## config.mk

```make
export PLATFORM = sky130hd
export DESIGN_NAME = cpst_queue
export DESIGN_NICKNAME = d
export VERILOG_FILES = /design/src/sv/cpst_pkg.sv /design/src/sv/cpst_queue.sv
export SDC_FILE = /design/constraint.sdc
export NUM_CORES = 1
export LEC_CHECK = 0
export ABC_CLOCK_PERIOD_IN_PS = 3600
export BUFFER_PORTS_ARGS = -buffer_cell sky130_fd_sc_hd__buf_2
export CAP_MARGIN = 10
export CORE_ASPECT_RATIO = 1.5
export CORE_MARGIN = 5
export CORE_UTILIZATION = 40
export DETAILED_ROUTE_END_ITERATION = 6
export GPL_ROUTABILITY_DRIVEN = 0
export GPL_TIMING_DRIVEN = 0
export SLEW_MARGIN = 5
export SYNTH_ARGS = -nofsm -noshare
export SYNTH_HDL_FRONTEND = slang
export SYNTH_SLANG_ARGS = --single-unit
export TNS_END_PERCENT = 1
```

## constraint.sdc

```tcl
create_clock -name clock -period 3.6 [get_ports clock]
set_input_delay 0.54 -clock clock [delete_from_list [all_inputs] [get_ports clock]]
set_output_delay 0.54 -clock clock [all_outputs]
set_load 0.01 [all_outputs]
```

## src/sv/cpst_pkg.sv

```systemverilog
// Shared types and constants for the convex polygon span table.
`default_nettype none
package cpst_pkg;

   localparam int QDEPTH = 4;
   localparam int QPW    = $clog2(QDEPTH);

   localparam logic signed [15:0] LEFT_EMPTY  = 16'sh7FFF;
   localparam logic signed [15:0] RIGHT_EMPTY = 16'sh8000;

   typedef struct packed {
      logic               is_read;
      logic signed [15:0] x_top;
      logic signed [15:0] y_top;
      logic signed [15:0] x_bot;
      logic signed [15:0] y_bot;
      logic [8:0]         row;
      logic               ok;
   } cmd_type;

   typedef struct packed {
      logic empty;
      logic room2;
   } qstat_type;

endpackage
`default_nettype wire

```

## src/sv/cpst_queue.sv

```systemverilog
// Command queue between the vertex front end and the row walker.
`default_nettype none
module cpst_queue (
   input  wire logic               clock,
   input  wire logic               reset,
   input  wire logic               push,
   input  wire cpst_pkg::cmd_type  push_cmd,
   input  wire logic               pop,
   output cpst_pkg::cmd_type       head,
   output cpst_pkg::qstat_type     stat
);
   import cpst_pkg::*;

   cmd_type        mem_ff [QDEPTH];
   logic [QPW-1:0] wp_ff, wp_in, rp_ff, rp_in;
   logic [QPW:0]   cnt_ff, cnt_in;

   always_comb begin
      wp_in  = push ? wp_ff + 1'b1 : wp_ff;
      rp_in  = pop ? rp_ff + 1'b1 : rp_ff;
      cnt_in = cnt_ff + (QPW+1)'(push) - (QPW+1)'(pop);
   end

   always_ff @(posedge clock) begin
      if (reset) begin
         wp_ff  <= '0;
         rp_ff  <= '0;
         cnt_ff <= '0;
      end else begin
         wp_ff  <= wp_in;
         rp_ff  <= rp_in;
         cnt_ff <= cnt_in;
      end
      if (push) begin
         mem_ff[wp_ff] <= push_cmd;
      end
   end

   assign head       = mem_ff[rp_ff];
   assign stat.empty = (cnt_ff == '0);
   assign stat.room2 = (cnt_ff <= (QPW+1)'(QDEPTH-2));
endmodule
`default_nettype wire

```

==> impl_metrics.env <==
export IMPL_ys_async_sr_fraction=0
export IMPL_syn_inst=436
export IMPL_wl_per_cell_microns=21.2
export IMPL_avgSynthCellArea_sq_um=25.8
export IMPL_synth_seq_cells=309
export IMPL_maxCapViolCount=0
export IMPL_hold_end="mem_ff[0][9]"
export IMPL_slowest_delay_ns=0.37
export IMPL_holdWs_ns=0.219
export IMPL_cp_start_kind="flop"
export IMPL_wl_microns=21100
export IMPL_ios=156
export IMPL_rows=75
export IMPL_yosys_warnings=0
export IMPL_root_buffer="clkbuf_16"
export IMPL_post_cts_resized=0
export IMPL_clock_skew_ns=0.00671
export IMPL_synth_nets=523
export IMPL_synth_area_sq_mm=0.0113
export IMPL_worstMarginPinSlew_ns=0.651
export IMPL_cts_tree="done"
export IMPL_syn_to_final_growth_pct=19.5
export IMPL_dpl_worst_slack_ns=1.43
export IMPL_p_switching_mw=1.65
export IMPL_cp_max_fo=10
export IMPL_end_kind="output port"
export IMPL_placed_cells=940
export IMPL_comb_power_share=0.103
export IMPL_fmax_mhz=377
export IMPL_final_common_cell="edfxtp_1"
export IMPL_fp_dieH_microns=216
export IMPL_hpwlAfterDp_microns=13000
export IMPL_post_cts_buffers=0
export IMPL_final_cell_count_no_fill=993
export IMPL_p_total_mw=7.77
export IMPL_fin_util=0.483
export IMPL_multiInputGateArea_sq_mm=0.00193
export IMPL_crit_type="reg -> out"
export IMPL_antenna_found_initial=2
export IMPL_yosysUniqueCellTypes=20
export IMPL_ys_flop_type="edfxtp_1"
export IMPL_netSwitchingFraction=0.213
export IMPL_first_pass_iters=6
export IMPL_status="complete, no violations"
export IMPL_grt_max_degree=41
export IMPL_cp_cell_sequence="buf_2 > buf_2 > mux4_2 > buf_2"
export IMPL_slowest_stage="mux4_2"
export IMPL_drcViolationCount=0
export IMPL_min_path_cells=1
export IMPL_post_dp_cell_area_sq_mm=0.0126
export IMPL_reg2reg_setup_slack_ns=1.79
export IMPL_hold_buffers=0
export IMPL_most_common_layout_cells="300 x edfxtp_1, 160 x buf_2, 75 x mux4_2"
export IMPL_route_vias_total=4999
export IMPL_r2r_start="wp_ff[0]"
export IMPL_cts_max_level=1
export IMPL_crit_required_ns=3.06
export IMPL_ir_worst_vdd_mv=0.368
export IMPL_fin_crit_sh=0.736
export IMPL_grt_pass1_vias=5703
export IMPL_worst_slack_ns=0.950
export IMPL_die_area_sq_mm=0.0317
export IMPL_finalSetupViolCount=0
export IMPL_grt_pass1_wl_microns=33000
export IMPL_final_nets=711
export IMPL_powerDensity_mw_per_mm2=577
export IMPL_worstHoldStart="push_cmd[9]"
export IMPL_clockBufferDepth=3
export IMPL_die_w_microns=147
export IMPL_core_sq_mm=0.0279
export IMPL_max_slew_margin=0.566
export IMPL_portBuffers=154
export IMPL_final_area_sq_mm=0.0135
export IMPL_clockPowerShare=0.360
export IMPL_drive_gt1_frac=0.450
export IMPL_clock_sinks=309
export IMPL_gr_total_overflow=0
export IMPL_totalNegativeSetupSlack_ns=0
export IMPL_detail_route_antenna_nets=0
export IMPL_cts_buffers=28
export IMPL_reg2reg_depth=3
export IMPL_seqCellArea_sq_mm=0.00919
export IMPL_cp_arrival_ns=2.11
export IMPL_cpMostUsedCell="buf_2"
export IMPL_synth_edf_count=300
export IMPL_seqPwrFrac=0.537
export IMPL_path_clk_slew_ns=0.06
export IMPL_yosysSeqAreaShare=0.816
export IMPL_first_iter_violations=157
export IMPL_grtUsageTotal=0.135
export IMPL_vias_per_cell=5.03
export IMPL_initial_core_util=0.404
export IMPL_fill_cells=2284
export IMPL_rsz0062_at_grt="no"
export IMPL_internal_power_mw=6.12
export IMPL_r2r_end="mem_ff[3][65]"
export IMPL_clk_latency_ns=0.53
export IMPL_hold_class="in -> reg"
export IMPL_final_hold_viol_count=0
export IMPL_p_leak_nw=4.54
export IMPL_drv_slew=0
export IMPL_post_route_min_period_ns=2.65
## layout make-up
| cell class | instances | area share |
|---|---|---|
| Sequential cell | 309 | 0.683 |
| Inverter | 7 | 0.00195 |
| Tap cell | 346 | 0.0322 |
| Clock inverter | 9 | 0.00493 |
| Timing Repair Buffer | 158 | 0.0654 |
| Buffer | 17 | 0.00920 |
| Antenna cell | 1 | 0.000186 |
| Multi-Input combinational cell | 103 | 0.144 |
| Clock buffer | 43 | 0.0600 |
## per-layer routing
| metal | up-vias | part of all wire | global-route usage |
|---|---|---|---|
| met5 | - | 0.00033 | 0 |
| met2 | 124 | 0.55 | 0.248 |
| met1 | 2606 | 0.38 | 0.156 |
| met4 | 2 | 0.024 | 0.0491 |
| met3 | 30 | 0.048 | 0.0260 |
| li1 | 2237 | - | - |
## worst max-delay path by stage
stage | cells past startpoint | slack (ns) | end | startpoint
after CTS | 4 | 0.82 | head[57] | flop
final | 4 | 0.95 | head[69] | flop
after detailed placement | 4 | 1.43 | head[57] | flop
after global placement | 2 | -0.70 | mem_ff[0][27] | push
after global routing | 4 | 0.79 | head[69] | flop
after floorplan | 3 | 0.86 | mem_ff[0][0] | wp_ff[0]
## Yosys cell counts (2+ instances only)
library cell    n  area [sq um]
buf_6           6          67.6
ha_1            7          87.6
buf_4           2          15.0
clkbuf_1        3          11.3
xnor2_1         3          26.3
inv_1           7          26.3
dfxtp_1         9           180
buf_2           6          30.0
mux4_2         75          1690
nor2_1          6          22.5
edfxtp_1      300          9010
and2_1          4          25.0
## power groups by stage
stage	Sequential, mW	Combinational [mW]	Clock [mW]
detailed placement	4.26	0.828	0
global route	4.19	0.879	3.05
floorplan	4.25	0.478	0
global placement	4.27	0.785	0
finish	4.18	0.800	2.80
CTS	4.18	0.830	2.91
## sequential cells by signal (all words and copies together), names as in the netlist, named ones only
name    count
wp_ff       2
mem_ff    300
cnt_ff      3
rp_ff       2
## worst max-delay path: cells and delay by family, from the launching register on
family / cells / cell delay [ns]
buf+inv: 3 / 0.83
flops: 1 / 0.36
mux: 1 / 0.37
## cell families (layout without fill, tap and decap cells)
logic type / after synthesis / count (layout) / synth area share
adders and majority gates: 8 / 8 / 0.00955
muxes: 76 / 76 / 0.151
other: 0 / 1 / 0
AOI/OAI and AO/OA: 3 / 3 / 0.00211
xor gates and xnor gates: 3 / 3 / 0.00233
DFF: 309 / 309 / 0.816
buffers and inverters: 24 / 234 / 0.0133
and+or+nand+nor: 13 / 13 / 0.00589
Power figures use the tool's default switching activity.
