`src/sv/cpst_pkg.sv`:
```
// Shared types and constants for the convex polygon span table.
`default_nettype none
package cpst_pkg;

   localparam int QDEPTH = 4;
   localparam int QPW    = $clog2(QDEPTH);

   localparam logic signed [15:0] LEFT_EMPTY  = 16'sh7FFF;
   localparam logic signed [15:0] RIGHT_EMPTY = 16'sh8000;

   typedef struct packed {
      logic               is_read;
      logic signed [15:0] x_top;
      logic signed [15:0] y_top;
      logic signed [15:0] x_bot;
      logic signed [15:0] y_bot;
      logic [8:0]         row;
      logic               ok;
   } cmd_type;

   typedef struct packed {
      logic empty;
      logic room2;
   } qstat_type;

endpackage
`default_nettype wire

```
`src/sv/cpst_front.sv`:
```
// Front end: accepts beats, tracks polygon vertices, queues edge and read commands.
`default_nettype none
module cpst_front (
   input  wire logic                clock,
   input  wire logic                reset,
   input  wire logic                start,
   input  wire logic                hold,
   input  wire logic                mode,
   input  wire logic signed [15:0]  vert_x,
   input  wire logic signed [15:0]  vert_y,
   input  wire logic                close_poly,
   input  wire logic [8:0]          read_row,
   input  wire cpst_pkg::qstat_type qstat,
   output logic                     busy,
   output logic                     push,
   output cpst_pkg::cmd_type        push_cmd
);
   import cpst_pkg::*;

   logic signed [15:0] first_x_ff, first_x_in, first_y_ff, first_y_in;
   logic signed [15:0] prev_x_ff, prev_x_in, prev_y_ff, prev_y_in;
   logic [1:0]         cnt_ff, cnt_in;
   logic               ok_ff, ok_in;
   logic               pend_ff, pend_in;
   cmd_type            pcmd_ff, pcmd_in;

   logic               accept, e1_v, e2_v;
   logic signed [15:0] fx, fy;
   cmd_type            e1, e2, rcmd;

   function automatic cmd_type mk_edge(logic signed [15:0] xa, logic signed [15:0] ya,
                                       logic signed [15:0] xb, logic signed [15:0] yb);
      cmd_type c;
      c         = '0;
      c.is_read = 1'b0;
      if (ya < yb) begin
         c.x_top = xa; c.y_top = ya; c.x_bot = xb; c.y_bot = yb;
      end else begin
         c.x_top = xb; c.y_top = yb; c.x_bot = xa; c.y_bot = ya;
      end
      return c;
   endfunction

   always_comb begin
      busy   = hold | pend_ff | ~qstat.room2;
      accept = start & ~busy;
      fx     = (cnt_ff == 2'd0) ? vert_x : first_x_ff;
      fy     = (cnt_ff == 2'd0) ? vert_y : first_y_ff;
      e1_v   = (cnt_ff != 2'd0) && (prev_y_ff != vert_y);
      e2_v   = close_poly && (vert_y != fy);
      e1     = mk_edge(prev_x_ff, prev_y_ff, vert_x, vert_y);
      e2     = mk_edge(vert_x, vert_y, fx, fy);
      rcmd         = '0;
      rcmd.is_read = 1'b1;
      rcmd.row     = read_row;
      rcmd.ok      = ok_ff;

      first_x_in = first_x_ff;
      first_y_in = first_y_ff;
      prev_x_in  = prev_x_ff;
      prev_y_in  = prev_y_ff;
      cnt_in     = cnt_ff;
      ok_in      = ok_ff;
      pend_in    = 1'b0;
      pcmd_in    = pcmd_ff;
      push       = 1'b0;
      push_cmd   = rcmd;

      if (pend_ff) begin
         push     = 1'b1;
         push_cmd = pcmd_ff;
      end else if (accept) begin
         if (mode) begin
            push     = 1'b1;
            push_cmd = rcmd;
         end else begin
            first_x_in = fx;
            first_y_in = fy;
            prev_x_in  = vert_x;
            prev_y_in  = vert_y;
            cnt_in     = (cnt_ff == 2'd3) ? cnt_ff : cnt_ff + 2'd1;
            if (close_poly) begin
               ok_in  = (cnt_in == 2'd3);
               cnt_in = 2'd0;
            end
            if (e1_v) begin
               push     = 1'b1;
               push_cmd = e1;
               pend_in  = e2_v;
               pcmd_in  = e2;
            end else if (e2_v) begin
               push     = 1'b1;
               push_cmd = e2;
            end
         end
      end
   end

   always_ff @(posedge clock) begin
      if (reset) begin
         first_x_ff <= '0;
         first_y_ff <= '0;
         prev_x_ff  <= '0;
         prev_y_ff  <= '0;
         cnt_ff     <= '0;
         ok_ff      <= 1'b0;
         pend_ff    <= 1'b0;
      end else begin
         first_x_ff <= first_x_in;
         first_y_ff <= first_y_in;
         prev_x_ff  <= prev_x_in;
         prev_y_ff  <= prev_y_in;
         cnt_ff     <= cnt_in;
         ok_ff      <= ok_in;
         pend_ff    <= pend_in;
      end
      pcmd_ff <= pcmd_in;
   end
endmodule
`default_nettype wire

```
`config.mk`:
```
export PLATFORM = sky130hd
export DESIGN_NAME = cpst_front
export DESIGN_NICKNAME = d
export VERILOG_FILES = /design/src/sv/cpst_pkg.sv /design/src/sv/cpst_front.sv
export SDC_FILE = /design/constraint.sdc
export NUM_CORES = 1
export LEC_CHECK = 0
export BUFFER_PORTS_ARGS = -buffer_cell sky130_fd_sc_hd__buf_4
export CAP_MARGIN = 0
export CORE_MARGIN = 5
export CORE_UTILIZATION = 25
export DETAILED_ROUTE_END_ITERATION = 8
export PLACE_DENSITY = 0.43
export SKIP_CTS_REPAIR_TIMING = 1
export SYNTH_ARGS = -nofsm -noshare
export SYNTH_HDL_FRONTEND = slang
export SYNTH_SLANG_ARGS = --single-unit
```
`constraint.sdc`:
```
create_clock -name clock -period 9.65 [get_ports clock]
set_input_delay 0.965 -clock clock [delete_from_list [all_inputs] [get_ports clock]]
set_output_delay 0.965 -clock clock [all_outputs]
set_load 0.03 [all_outputs]
```
==> impl_metrics.ini <==
[place]
gp_congestion = 0.717
dp_worst_setup_slack_ps = 3470
dpl_cell_area_mm2 = 0.00944
dp_hpwl_mm = 16.1
io_buffers = 124

[route]
ant_nets = 0
vias = 6817
wirelength_mm = 25.8
drt-initial-drc-count = 356
drc = 0
first_pass_iters = 5
viasPerCell = 4.69
wl_per_cell_um = 17.7

[cts]
tritoncts = built
cts_max_path_buffers = 2
clockRootBuffer = clkbuf_16
htree_num_levels = 4
numCtsBuffers = 17
worstSkewPairLatency_ps = 420
cts.sinks = 132
clkSlewWorstSetupHoldPaths_ps = 60

[critical_path]
crit_path_cell_trace = or2_1, buf_4, mux2i_1, ha_1, nand4_1, or4_4, o21ai_2, mux2_2, buf_4, a21oi_4, o221ai_1, buf_4
start_kind = register
rr_startpoint = cnt_ff[1]$_SDFFE_PP0P_
worstPathMaxFanout = 36
worstRegToRegCells = 10
crit_start = cnt_ff[1]$_SDFFE_PP0P_
required_ps = 8690
worstSetupEndpointType = primary output
worstSetupPathType = register to primary output
slowest_delay_ps = 770
cp_top_family = compound AO/OA/AOI/OAI gates
worstPathArrival_ps = 5390
critPathMostFrequentCell = buf_4
slowest_stage = a21oi_4
r2r-end = pcmd_ff[11]$_DFFE_PP_
critPathBufInv = 3
reg2reg_slack_ps = 5360

[layout]
postLayoutCellArea_mm2 = 0.0101
layout-drive-gt1-share_pct = 22.3
fillers = 3484
diodes = 0
utilization_pct = 31.2
nets = 1077
syn2layout_area_growth_pct = 23.4

[synthesis]
synth_most_common_cell = nand2_1
yosysSeqAreaShare_pct = 40.2
yosys-top-cells-count = nand2_1 (189), a21oi_1 (77), dfxtp_1 (68)
syn_inst = 915
synth_area_mm2 = 0.00817
yosysWarnings = 0
synth.ff_latch_count = 132
syn-num-nets = 994
synthTopCellsByArea = edfxtp_1 (24%), dfxtp_1 (17%), nand2_1 (8.7%)
synth_cell_types = 52
synth_edf_count = 64
synth_top_area_cell = edfxtp_1
synth_top_area_share_pct = 23.5
synthArstFlopShare_pct = 0
synth.avg_cell_area_um2 = 8.93
ys.flop_type = dfxtp_1

[grt]
grt_pass1_vias = 6850
gr-total-overflow = 0
grt_pass1_wl_mm = 40.1
antenna_found_initial = 0
grt_max_degree = 69
grt.total_usage_pct = 14.1

[sta]
setup_ws_ps = 3290
period_share_pct = 65.9
tns_ps = 0
hold_slack_ps = 474
rsz0062_at_grt = no
finalHoldViolations = 0
maxSlewViolCount = 0
fmax_ghz = 0.157
finClkSkew_ps = 8.35
worst_pin_slew_ps = 1020
setup_viol = 0
fin_crit_ps = 6360
max_slew_margin_pct = 32.1

[floorplan]
initial_utilization_pct = 25.2
rows = 66
die-height_um = 191
core-area_mm2 = 0.0324
die_width_um = 191
dieArea_mm2 = 0.0364
ios = 126

[hold_path]
hp-start = prev_y_ff[0]$_SDFFE_PP0P_
min_path_cells = 2
worstHoldEndpoint = prev_y_ff[0]$_SDFFE_PP0P_
hold_class = register to register

[pwr]
p_per_area_mw_per_mm2 = 153
vdd_drop_max_uv = 110
leakage_uw = 0.00403

[run]
cap_violations = 0

[status]
status = finished clean
## flip-flops by register name, summed over array words and instances (netlist names)
name,flops
ok_ff,1
pcmd_ff,64
pend_ff,1
cnt_ff,2
first_x_ff,16
first_y_ff,16
prev_x_ff,16
prev_y_ff,16
## worst min-delay path, stage by stage (launching register included)
cell and delay, ps:
dfxtp_1 320, nand2_1 50, a21oi_1 50
## how the worst max path moves through the flow
stage	endpoint	slack, ps	cells after the start
CTS	push_cmd[27]	3220	12
global route	push_cmd[27]	2880	12
detailed placement	push_cmd[28]	3470	13
floorplan	push_cmd[32]	4260	13
finish	push_cmd[28]	3290	12
global placement	push_cmd[28]	3460	13
## placed cells by master (no fill, tap or decap), drive strengths merged, types with 4 or more instances in the layout
| cell type | count |
|---|---|
| nand2 | 189 |
| buf | 135 |
| a21oi | 79 |
| dfxtp | 68 |
| edfxtp | 64 |
| mux2i | 62 |
| inv | 56 |
| o21ai | 49 |
| nor2 | 45 |
| mux2 | 37 |
| o221ai | 33 |
| ha | 30 |
| clkbuf | 21 |
| a21o | 19 |
| a22oi | 17 |
| a211oi | 15 |
| nor3 | 15 |
| a311o | 12 |
| and2 | 12 |
| nand2b | 7 |
| nand3 | 5 |
| nand4 | 4 |
| bufinv | 4 |
| o21a | 4 |
## stage by stage
step | std cells | total power [uW]
final | 1453 | 1540
after detailed placement | 1421 | 841
after global placement | 1421 | 840
after CTS | 1453 | 1570
after floorplan | 915 | 769
after global routing | 1453 | 1620
## metal layers
metal	GRT usage [%]	vias to the layer above	part of all wire [%]
li1	-	3429	-
met1	19.7	3241	50
met2	22.5	131	45
met3	2.73	16	3.6
met4	3.65	0	1.3
met5	0	-	0
## cell families (layout without fill, tap and decap cells)
logic type      Yosys count  in the layout  synth area share [%]
simple gates            286            286                  14.5
compound gates          239            239                  20.2
flops                   132            132                  40.2
buf+inv                 126            222                  6.54
mux                      99             99                  13.3
fa+ha+maj                30             30                  4.59
xor+xnor                  3              3                 0.643
## area by class of cell
cell class                 count  area [um^2]  area share (%)
tap                          442          553            5.48
clock inverter                11          174            1.72
clock buffer                  21          472            4.68
multi-input combinational    657         4380            43.4
timing repair buffer         135         1010            10.0
sequential                   132         3280            32.6
inverter                      55          206            2.05
## where the power goes
group / switching [uW] / leakage (uW) / total (uW) / internal [uW]
registers: 5.58 / 0.00113 / 605 / 599
clock network: 259 / 0.000305 / 715 / 456
logic: 137 / 0.00260 / 223 / 85.9
total: 401 / 0.00403 / 1540 / 1140
No activity file was read; power rests on OpenSTA's default activity.
